[config.mk]
export PLATFORM = sky130hd
export DESIGN_NAME = base38_stream_decoder_core_flat
export DESIGN_NICKNAME = d
export VERILOG_FILES = /design/src/hw/rtl/b38_pkg.sv /design/src/hw/rtl/b38_req_if.sv /design/src/hw/rtl/b38_rsp_if.sv /design/src/hw/rtl/base38_stream_decoder_core.sv /design/src/hw/rtl/b38_step.sv /design/src/flat_wrapper.sv
export SDC_FILE = /design/constraint.sdc
export NUM_CORES = 1
export LEC_CHECK = 0
export BUFFER_PORTS_ARGS = -buffer_cell sky130_fd_sc_hd__buf_2
export CAP_MARGIN = 20
export CORE_MARGIN = 3
export CORE_UTILIZATION = 30
export CTS_BUF_LIST = sky130_fd_sc_hd__clkbuf_4
export DETAILED_ROUTE_END_ITERATION = 12
export PLACE_DENSITY_LB_ADDON = 0.12
export SETUP_SLACK_MARGIN = 0.3
export SLEW_MARGIN = 15
export SYNTH_ARGS = -nofsm -noshare
export SYNTH_HDL_FRONTEND = slang
export SYNTH_SLANG_ARGS = --single-unit
[constraint.sdc]
create_clock -name clock -period 21.4 [get_ports clock]
set_input_delay 4.28 -clock clock [delete_from_list [all_inputs] [get_ports clock]]
set_output_delay 4.28 -clock clock [all_outputs]
set_load 0.03 [all_outputs]
[src/hw/rtl/b38_pkg.sv]
// Shared types, codes and character tables for the base-38 stream decoder.
package b38_pkg;

   localparam int unsigned B38_MAX_RES   = 3;
   localparam int unsigned B38_RSP_DEPTH = 8;
   localparam int unsigned VALUE_W       = 27;
   localparam int unsigned WEIGHT_W      = 22;

   localparam logic [1:0] ST_BYTE    = 2'd0;
   localparam logic [1:0] ST_BADCHAR = 2'd1;
   localparam logic [1:0] ST_BADLEN  = 2'd2;
   localparam logic [1:0] ST_TOOBIG  = 2'd3;

   localparam logic [7:0] CH_ZERO  = 8'h30;
   localparam logic [7:0] CH_NINE  = 8'h39;
   localparam logic [7:0] CH_UPA   = 8'h41;
   localparam logic [7:0] CH_UPZ   = 8'h5a;
   localparam logic [7:0] CH_DASH  = 8'h2d;
   localparam logic [7:0] CH_DOT   = 8'h2e;

   localparam logic [5:0] DIG_DASH = 6'd36;
   localparam logic [5:0] DIG_DOT  = 6'd37;
   localparam logic [5:0] DIG_UPA  = 6'd10;

   typedef struct packed {
      logic [7:0] data_byte;
      logic [1:0] status;
      logic       run_last;
      logic       string_end;
   } rslt_type;

   typedef struct packed {
      logic               discarding;
      logic               bad;
      logic [2:0]         count;
      logic [VALUE_W-1:0] value;
   } grp_type;

   typedef struct packed {
      logic [1:0]                   cnt;
      rslt_type [B38_MAX_RES-1:0]   rslt;
   } step_type;

   // {bad, digit}
   function automatic logic [6:0] b38_digit(input logic [7:0] c);
      logic [6:0] r;
      r = {1'b1, 6'd0};
      if (c >= CH_ZERO && c <= CH_NINE) begin
         r = {1'b0, 6'(c - CH_ZERO)};
      end else if (c >= CH_UPA && c <= CH_UPZ) begin
         r = {1'b0, 6'(c - CH_UPA) + DIG_UPA};
      end else if (c == CH_DASH) begin
         r = {1'b0, DIG_DASH};
      end else if (c == CH_DOT) begin
         r = {1'b0, DIG_DOT};
      end
      return r;
   endfunction

   function automatic logic [WEIGHT_W-1:0] b38_weight(input logic [2:0] pos);
      logic [WEIGHT_W-1:0] w;
      case (pos)
         3'd0:    w = 22'd1;
         3'd1:    w = 22'd38;
         3'd2:    w = 22'd1444;
         3'd3:    w = 22'd54872;
         default: w = 22'd2085136;
      endcase
      return w;
   endfunction

endpackage

[src/hw/rtl/b38_req_if.sv]
// Character channel: one encoded character per beat.
interface b38_req_if;
   logic       valid;
   logic       ready;
   logic [7:0] char_code;
   logic       last_char;

   modport source (output valid, output char_code, output last_char, input ready);
   modport sink   (input valid, input char_code, input last_char, output ready);
endinterface

[src/hw/rtl/b38_rsp_if.sv]
// Result channel: one decoded byte or status per beat.
interface b38_rsp_if;
   logic       valid;
   logic       ready;
   logic [7:0] data_byte;
   logic [1:0] status;
   logic       run_last;
   logic       string_end;

   modport source (output valid, output data_byte, output status, output run_last,
                   output string_end, input ready);
   modport sink   (input valid, input data_byte, input status, input run_last,
                   input string_end, output ready);
endinterface

[src/hw/rtl/base38_stream_decoder_core.sv]
// Base-38 stream decoder: character input register, group logic and result queue.
//
// req_chan carries one ASCII character per beat with last_char on the final
// character of a string. rsp_chan carries one result per beat: a decoded byte
// (status 0) or a single error status, with run_last on the last result of a
// character and string_end on the last result of the string.
// Characters are taken at one per cycle while req_chan.ready is high. Each
// accepted character is held in an input register, then decoded into up to
// three results that are written at once into a RSP_DEPTH-entry result queue;
// the earliest result of a character is valid on rsp_chan once it has passed
// through the input register and been written into the result queue.
// req_chan.ready stays high while the queue has room for the character in the
// input register and one more, so a string decodes at one character per cycle
// as long as the receiver takes a result in most cycles; the queue drains one
// result per cycle while rsp_chan.ready is high.
// When the receiver stalls, results pile up in the queue and req_chan.ready
// drops once the free entries no longer cover three results for the character
// in the input register plus three for one more character.
// Synchronous reset empties the queue and the input register and clears the
// group state and error drop mode.
module base38_stream_decoder_core
   import b38_pkg::*;
#(
   parameter int unsigned RSP_DEPTH = B38_RSP_DEPTH
)(
   input logic      clock,
   input logic      reset,
   b38_req_if.sink  req_chan,
   b38_rsp_if.source rsp_chan
);

   localparam int unsigned PTR_W = $clog2(RSP_DEPTH);
   localparam int unsigned CNT_W = $clog2(RSP_DEPTH + 1);

   logic                 stg_vld_ff, stg_vld_in;
   logic [7:0]           stg_char_ff;
   logic                 stg_last_ff;
   grp_type              grp_ff, grp_in;
   grp_type              grp_step;
   step_type             step;
   rslt_type             fifo_ff [RSP_DEPTH];
   logic [PTR_W-1:0]     wr_ptr_ff, wr_ptr_in;
   logic [PTR_W-1:0]     rd_ptr_ff, rd_ptr_in;
   logic [CNT_W-1:0]     cnt_ff, cnt_in;
   logic [1:0]           push_cnt;
   logic                 pop;
   logic                 req_take;
   logic [CNT_W:0]       need;

   b38_step u_step (
      .grp       (grp_ff),
      .char_code (stg_char_ff),
      .last_char (stg_last_ff),
      .grp_next  (grp_step),
      .step      (step)
   );

   assign need = (CNT_W + 1)'(cnt_ff) + (stg_vld_ff ? (CNT_W + 1)'(B38_MAX_RES) : '0);
   assign req_chan.ready = (need <= (CNT_W + 1)'(RSP_DEPTH - B38_MAX_RES));
   assign req_take = req_chan.valid & req_chan.ready;

   assign push_cnt = stg_vld_ff ? step.cnt : 2'd0;
   assign pop      = rsp_chan.valid & rsp_chan.ready;

   assign stg_vld_in = req_take;
   assign grp_in     = stg_vld_ff ? grp_step : grp_ff;
   assign wr_ptr_in  = wr_ptr_ff + PTR_W'(push_cnt);
   assign rd_ptr_in  = rd_ptr_ff + PTR_W'(pop);
   assign cnt_in     = cnt_ff + CNT_W'(push_cnt) - CNT_W'(pop);

   always_ff @(posedge clock) begin
      if (reset) begin
         stg_vld_ff <= 1'b0;
         grp_ff     <= '0;
         wr_ptr_ff  <= '0;
         rd_ptr_ff  <= '0;
         cnt_ff     <= '0;
      end else begin
         stg_vld_ff <= stg_vld_in;
         grp_ff     <= grp_in;
         wr_ptr_ff  <= wr_ptr_in;
         rd_ptr_ff  <= rd_ptr_in;
         cnt_ff     <= cnt_in;
      end
   end

   always_ff @(posedge clock) begin
      if (req_take) begin
         stg_char_ff <= req_chan.char_code;
         stg_last_ff <= req_chan.last_char;
      end
   end

   always_ff @(posedge clock) begin
      for (int k = 0; k < B38_MAX_RES; k++) begin
         if (2'(k) < push_cnt) begin
            fifo_ff[wr_ptr_ff + PTR_W'(k)] <= step.rslt[k];
         end
      end
   end

   assign rsp_chan.valid      = (cnt_ff != '0);
   assign rsp_chan.data_byte  = fifo_ff[rd_ptr_ff].data_byte;
   assign rsp_chan.status     = fifo_ff[rd_ptr_ff].status;
   assign rsp_chan.run_last   = fifo_ff[rd_ptr_ff].run_last;
   assign rsp_chan.string_end = fifo_ff[rd_ptr_ff].string_end;

   a_no_overflow : assert property (@(posedge clock) disable iff (reset)
      (CNT_W + 1)'(cnt_ff) + (CNT_W + 1)'(push_cnt) <= (CNT_W + 1)'(RSP_DEPTH))
      else $error("result queue overflow");

   a_group_bound : assert property (@(posedge clock) disable iff (reset)
      grp_ff.count <= 3'd4)
      else $error("group holds more than four characters");

   a_clear_at_end : assert property (@(posedge clock) disable iff (reset)
      stg_vld_ff && stg_last_ff |=> grp_ff == '0)
      else $error("group state not cleared after string end");

   a_end_is_last : assert property (@(posedge clock) disable iff (reset)
      rsp_chan.valid && rsp_chan.string_end |-> rsp_chan.run_last)
      else $error("string end on a result that is not the last of its beat");

endmodule

[src/hw/rtl/b38_step.sv]
// Per-character group update and result generation for the base-38 decoder.
module b38_step
   import b38_pkg::*;
(
   input  grp_type    grp,
   input  logic [7:0] char_code,
   input  logic       last_char,
   output grp_type    grp_next,
   output step_type   step
);

   logic [5:0]          dgt;
   logic                dgt_bad;
   logic [2:0]          pos;
   logic [2:0]          pos_next;
   logic [VALUE_W:0]    prod;
   logic [VALUE_W-1:0]  val_next;
   logic                bad_next;
   logic [1:0]          nbytes;
   logic                emit;
   logic                toobig;
   logic [1:0]          st;
   logic                err;

   assign {dgt_bad, dgt} = b38_digit(char_code);
   assign pos      = (grp.count > 3'd4) ? 3'd4 : grp.count;
   assign pos_next = pos + 3'd1;
   assign prod     = (VALUE_W + 1)'(dgt) * (VALUE_W + 1)'(b38_weight(pos));
   assign val_next = dgt_bad ? grp.value : grp.value + prod[VALUE_W-1:0];
   assign bad_next = grp.bad | dgt_bad;

   always_comb begin
      nbytes = 2'd0;
      emit   = 1'b0;
      if (pos_next == 3'd5) begin
         nbytes = 2'd3;
         emit   = 1'b1;
      end else if (last_char) begin
         emit = 1'b1;
         if (pos_next == 3'd4) begin
            nbytes = 2'd2;
         end else if (pos_next == 3'd2) begin
            nbytes = 2'd1;
         end
      end
   end

   always_comb begin
      case (nbytes)
         2'd3:    toobig = |val_next[VALUE_W-1:24];
         2'd2:    toobig = |val_next[VALUE_W-1:16];
         2'd1:    toobig = |val_next[VALUE_W-1:8];
         default: toobig = 1'b0;
      endcase
   end

   always_comb begin
      if (nbytes == 2'd0) begin
         st = ST_BADLEN;
      end else if (bad_next) begin
         st = ST_BADCHAR;
      end else if (toobig) begin
         st = ST_TOOBIG;
      end else begin
         st = ST_BYTE;
      end
   end

   assign err = (st != ST_BYTE);

   always_comb begin
      step     = '0;
      grp_next = grp;
      if (grp.discarding) begin
         if (last_char) begin
            grp_next = '0;
         end
      end else if (!emit) begin
         grp_next.value = val_next;
         grp_next.count = pos_next;
         grp_next.bad   = bad_next;
      end else begin
         grp_next            = '0;
         grp_next.discarding = err & ~last_char;
         if (err) begin
            step.cnt                = 2'd1;
            step.rslt[0].status     = st;
            step.rslt[0].run_last   = 1'b1;
            step.rslt[0].string_end = 1'b1;
         end else begin
            step.cnt = nbytes;
            for (int k = 0; k < B38_MAX_RES; k++) begin
               if (2'(k) < nbytes) begin
                  step.rslt[k].data_byte = val_next[8*k +: 8];
                  step.rslt[k].status    = ST_BYTE;
               end
            end
            step.rslt[2'(nbytes - 2'd1)].run_last   = 1'b1;
            step.rslt[2'(nbytes - 2'd1)].string_end = last_char;
         end
      end
   end

endmodule
[src/flat_wrapper.sv]
// flat-port wrapper written by rule: the top's interface ports become plain ports
module base38_stream_decoder_core_flat import b38_pkg::*;
#(
   parameter int unsigned RSP_DEPTH = B38_RSP_DEPTH
)
  (clock, reset, req_chan_valid, req_chan_char_code, req_chan_last_char, req_chan_ready, rsp_chan_valid, rsp_chan_data_byte, rsp_chan_status, rsp_chan_run_last, rsp_chan_string_end, rsp_chan_ready);
  b38_req_if req_chan_i ();
  b38_rsp_if rsp_chan_i ();
  input logic clock;
  input logic reset;
  input wire logic [$bits(req_chan_i.valid)-1:0] req_chan_valid;
  input wire logic [$bits(req_chan_i.char_code)-1:0] req_chan_char_code;
  input wire logic [$bits(req_chan_i.last_char)-1:0] req_chan_last_char;
  output wire logic [$bits(req_chan_i.ready)-1:0] req_chan_ready;
  output wire logic [$bits(rsp_chan_i.valid)-1:0] rsp_chan_valid;
  output wire logic [$bits(rsp_chan_i.data_byte)-1:0] rsp_chan_data_byte;
  output wire logic [$bits(rsp_chan_i.status)-1:0] rsp_chan_status;
  output wire logic [$bits(rsp_chan_i.run_last)-1:0] rsp_chan_run_last;
  output wire logic [$bits(rsp_chan_i.string_end)-1:0] rsp_chan_string_end;
  input wire logic [$bits(rsp_chan_i.ready)-1:0] rsp_chan_ready;
  assign req_chan_i.valid = req_chan_valid;
  assign req_chan_i.char_code = req_chan_char_code;
  assign req_chan_i.last_char = req_chan_last_char;
  assign req_chan_ready = req_chan_i.ready;
  assign rsp_chan_valid = rsp_chan_i.valid;
  assign rsp_chan_data_byte = rsp_chan_i.data_byte;
  assign rsp_chan_status = rsp_chan_i.status;
  assign rsp_chan_run_last = rsp_chan_i.run_last;
  assign rsp_chan_string_end = rsp_chan_i.string_end;
  assign rsp_chan_i.ready = rsp_chan_ready;
  base38_stream_decoder_core #(.RSP_DEPTH(RSP_DEPTH)) u_core (.clock(clock), .reset(reset), .req_chan(req_chan_i), .rsp_chan(rsp_chan_i));
endmodule
==> results.cfg <==
[critical_path]
regToRegSetupSlack_ns = 11.26
critPathSlowestCell = o311ai_1
r2r_end = u_core.cnt_ff[2]
critPathArrivalTime_ns = 10.61
cp.required_ns = 21.87
critical-path-max-stage-delay_ns = 0.92
rr_worst_depth = 31
crit_path_frequent_cell = inv_1
start_kind = register
worstPathMaxFanout = 25
end_kind = register
r2r_start = u_core.stg_char_ff[0]
cp_top_family = adder cells
crit_type = register to register
critPathBufInv = 6

[clocking]
cts_tree = done
cts-buffers-inserted = 17
clk_latency_ns = 0.61
cts_resized = 0
clock_path_buffers = 2
hold_buffers = 0
postCtsSetupBuffers = 0
clk_pin_slew_worst_paths_ns = 0.15
clkSinkCount = 148
cts_root_buffer = clkbuf_4
htree_levels = 4

[yosys]
seq_area_frac_synth_pct = 30.01
synth_edf_count = 105
synth_area_leaders = edfxtp_1, fa_1, ha_1, dfxtp_1, inv_1
netlist_area_sq_mm = 0.01337
synth_top_area_share_pct = 23.58
ys_seq_elements = 148
ys.flop_type = edfxtp_1
yosysMostFrequentCell = inv_1
yosys_warnings = 0
synth_top_cells_by_count = inv_1, nand2_1, nor2_1, a21oi_1, edfxtp_1
async_flop_share_pct = 0
syn_inst = 1420
ys_types = 87
syn_avg_cell_area_sq_um = 9.418
yosysTopAreaCell = edfxtp_1
syn_nets = 1601

[floorplanning]
ios = 27
dieWidth_um = 217.1
initial_core_util_pct = 30.71
row_count = 76
core_sq_mm = 0.04355
fp.dieH_um = 217.1
dieArea_sq_mm = 0.04715

[placement]
io_buffers = 26
place_inst = 1990
dp_hpwl_mm = 34.51
place_area_sq_mm = 0.01412
pre_cts_ws_ns = 11.39
gp_congestion = 0.8950

[flow_run]
cap_violations = 0

[final_layout]
fill_cells = 4587
syn_to_final_growth_pct = 7.456
regArea_sq_mm = 0.004015
drive_gt1_share_pct = 10.79
finalInstanceArea_sq_mm = 0.01437
multiInputGateArea_sq_mm = 0.008509
final_cells = 2024
nets = 1607

[hold_path]
min_from = u_core.grp_ff[30]
hold_path_depth = 2
holdPathEnd = u_core.grp_ff[30]
hold_path_class = register to register

[timing]
hold_viol_final = 0
tightest_slew_ns = 1.076
fin_crit_ns = 10.14
timing.final.crit_share_pct = 47.40
max_freq_mhz = 98.58
fin_ws_ns = 11.26
finalSetupViolCount = 0
maxSlewHeadroom_pct = 27.14
fin_skew_ns = 0.02883
grt_setup_unrepaired = no
finalSetupTns_ns = 0
drv_slew = 0

[grt]
grt.total_usage_pct = 19.12
grt_max_degree = 44
grt_pass1_wl_mm = 68.50
grt_overflow = 0
gr-usage-met2_pct = 30.89
grt_util_met3_pct = 3.281
gr-usage-met1_pct = 26.96
grt_pass1_vias = 10929
globalRoute.busiestLayer = met2
antenna_found_initial = 2

[outcome]
status = finished clean

[routing]
drc = 0
post_drt_wl_per_cell_um = 21.72
drt_iter0_drc = 902
wirelength_mm = 43.97
firstDrtPassIters = 7
antenna_left = 0
vias_per_cell = 5.361
vias = 10850

[power_and_ir_drop]
ir_drop_uv = 29.85
leakagePower_nw = 5.567
powerDensity_mw_per_mm2 = 55.11
## worst reg2reg max path, delay by kind of cell, from the launching register on
family                     cells  cell delay (ns)
xor gates and xnor gates       1             0.16
buffers and inverters          6             0.69
AOI/OAI and AO/OA              6             2.34
and+or+nand+nor               10             3.13
adders and majority gates      8             3.17
DFF                            1             0.51
## per-stage QoR
stage	hold slack (ns)	util [%]	total power, mW
3_3_place_gp	0.4777	32.38	0.6381
3_5_place_dp	0.4870	32.42	0.6370
2_1_floorplan	0.4543	-	0.5570
6_report	0.5119	33.00	0.7920
4_1_cts	0.5109	32.96	0.8070
5_1_grt	0.5426	33.00	0.8461
## how the worst max path moves through the flow
stage / start / end / slack, ns / cells after the start
detailed placement: u_core.stg_char_ff[0] / u_core.cnt_ff[2] / 11.39 / 33
finish: u_core.stg_char_ff[0] / u_core.cnt_ff[2] / 11.26 / 31
global route: u_core.stg_char_ff[0] / u_core.cnt_ff[2] / 10.63 / 31
floorplan: u_core.stg_char_ff[0] / u_core.cnt_ff[3] / 12.80 / 36
global placement: u_core.stg_char_ff[0] / u_core.cnt_ff[2] / 11.45 / 33
CTS: u_core.stg_char_ff[0] / u_core.cnt_ff[2] / 11.33 / 33
## routing by layer
layer	routed length (um)	share of wire, %
met5	0	0
met4	640	1.5
met3	2132	4.8
met2	20450	47
met1	20750	47
## sequential cells by signal, summed over array words and instances (netlist names)
name                count
u_core.rd_ptr_ff        3
u_core.wr_ptr_ff        3
u_core.grp_ff          32
u_core.stg_char_ff      8
u_core.stg_last_ff      1
u_core.fifo_ff         96
u_core.stg_vld_ff       1
u_core.cnt_ff           4
## layout by cell type, fill, tap and decap left out, drive strengths merged, types with 9 or more instances in the layout
master | Yosys | routed
inv | 161 | 164
nand2 | 138 | 138
nor2 | 130 | 130
a21oi | 106 | 106
edfxtp | 105 | 105
fa | 87 | 87
ha | 81 | 81
o21ai | 52 | 52
buf | 24 | 45
dfxtp | 43 | 43
a22oi | 40 | 40
nand3 | 38 | 38
nor3 | 38 | 38
a211oi | 35 | 35
mux4 | 24 | 24
and2 | 24 | 24
a21boi | 18 | 18
clkbuf | 34 | 17
or3 | 16 | 16
xnor2 | 15 | 15
o211ai | 15 | 15
and3 | 13 | 13
nor2b | 13 | 13
a221oi | 13 | 13
mux2 | 13 | 13
o31ai | 13 | 13
a21o | 10 | 10
nand4 | 10 | 10
nand2b | 9 | 9
xor2 | 9 | 9
nor4 | 9 | 9
## power breakdown
part	switching (mW)	internal, mW	leakage (nW)
registers	0.0264	0.322	1.22
clock network	0.109	0.0558	0.125
logic	0.177	0.102	4.22
total	0.312	0.480	5.57
## final cells by class
| class | instances | share of cell area (%) |
|---|---|---|
| antenna | 2 | 0.03482 |
| clock buffer | 17 | 0.8880 |
| clock inverter | 13 | 0.7662 |
| inverter | 161 | 4.205 |
| multi-input combinational | 1053 | 59.21 |
| sequential | 148 | 27.94 |
| tap | 585 | 5.093 |
| timing repair buffer | 45 | 1.863 |
## cell families (layout without fill, tap and decap cells)
kind of cell	after synthesis	in the layout	share of synthesized area (%)
and+or+nand+nor	468	468	17.78
AOI/OAI and AO/OA	351	351	18.07
buffers and inverters	219	236	6.455
adders and majority gates	168	168	20.60
DFF	148	148	30.01
muxes	42	42	5.510
xor gates and xnor gates	24	24	1.572
other	0	2	0
No activity file was read; power rests on OpenSTA's default activity.
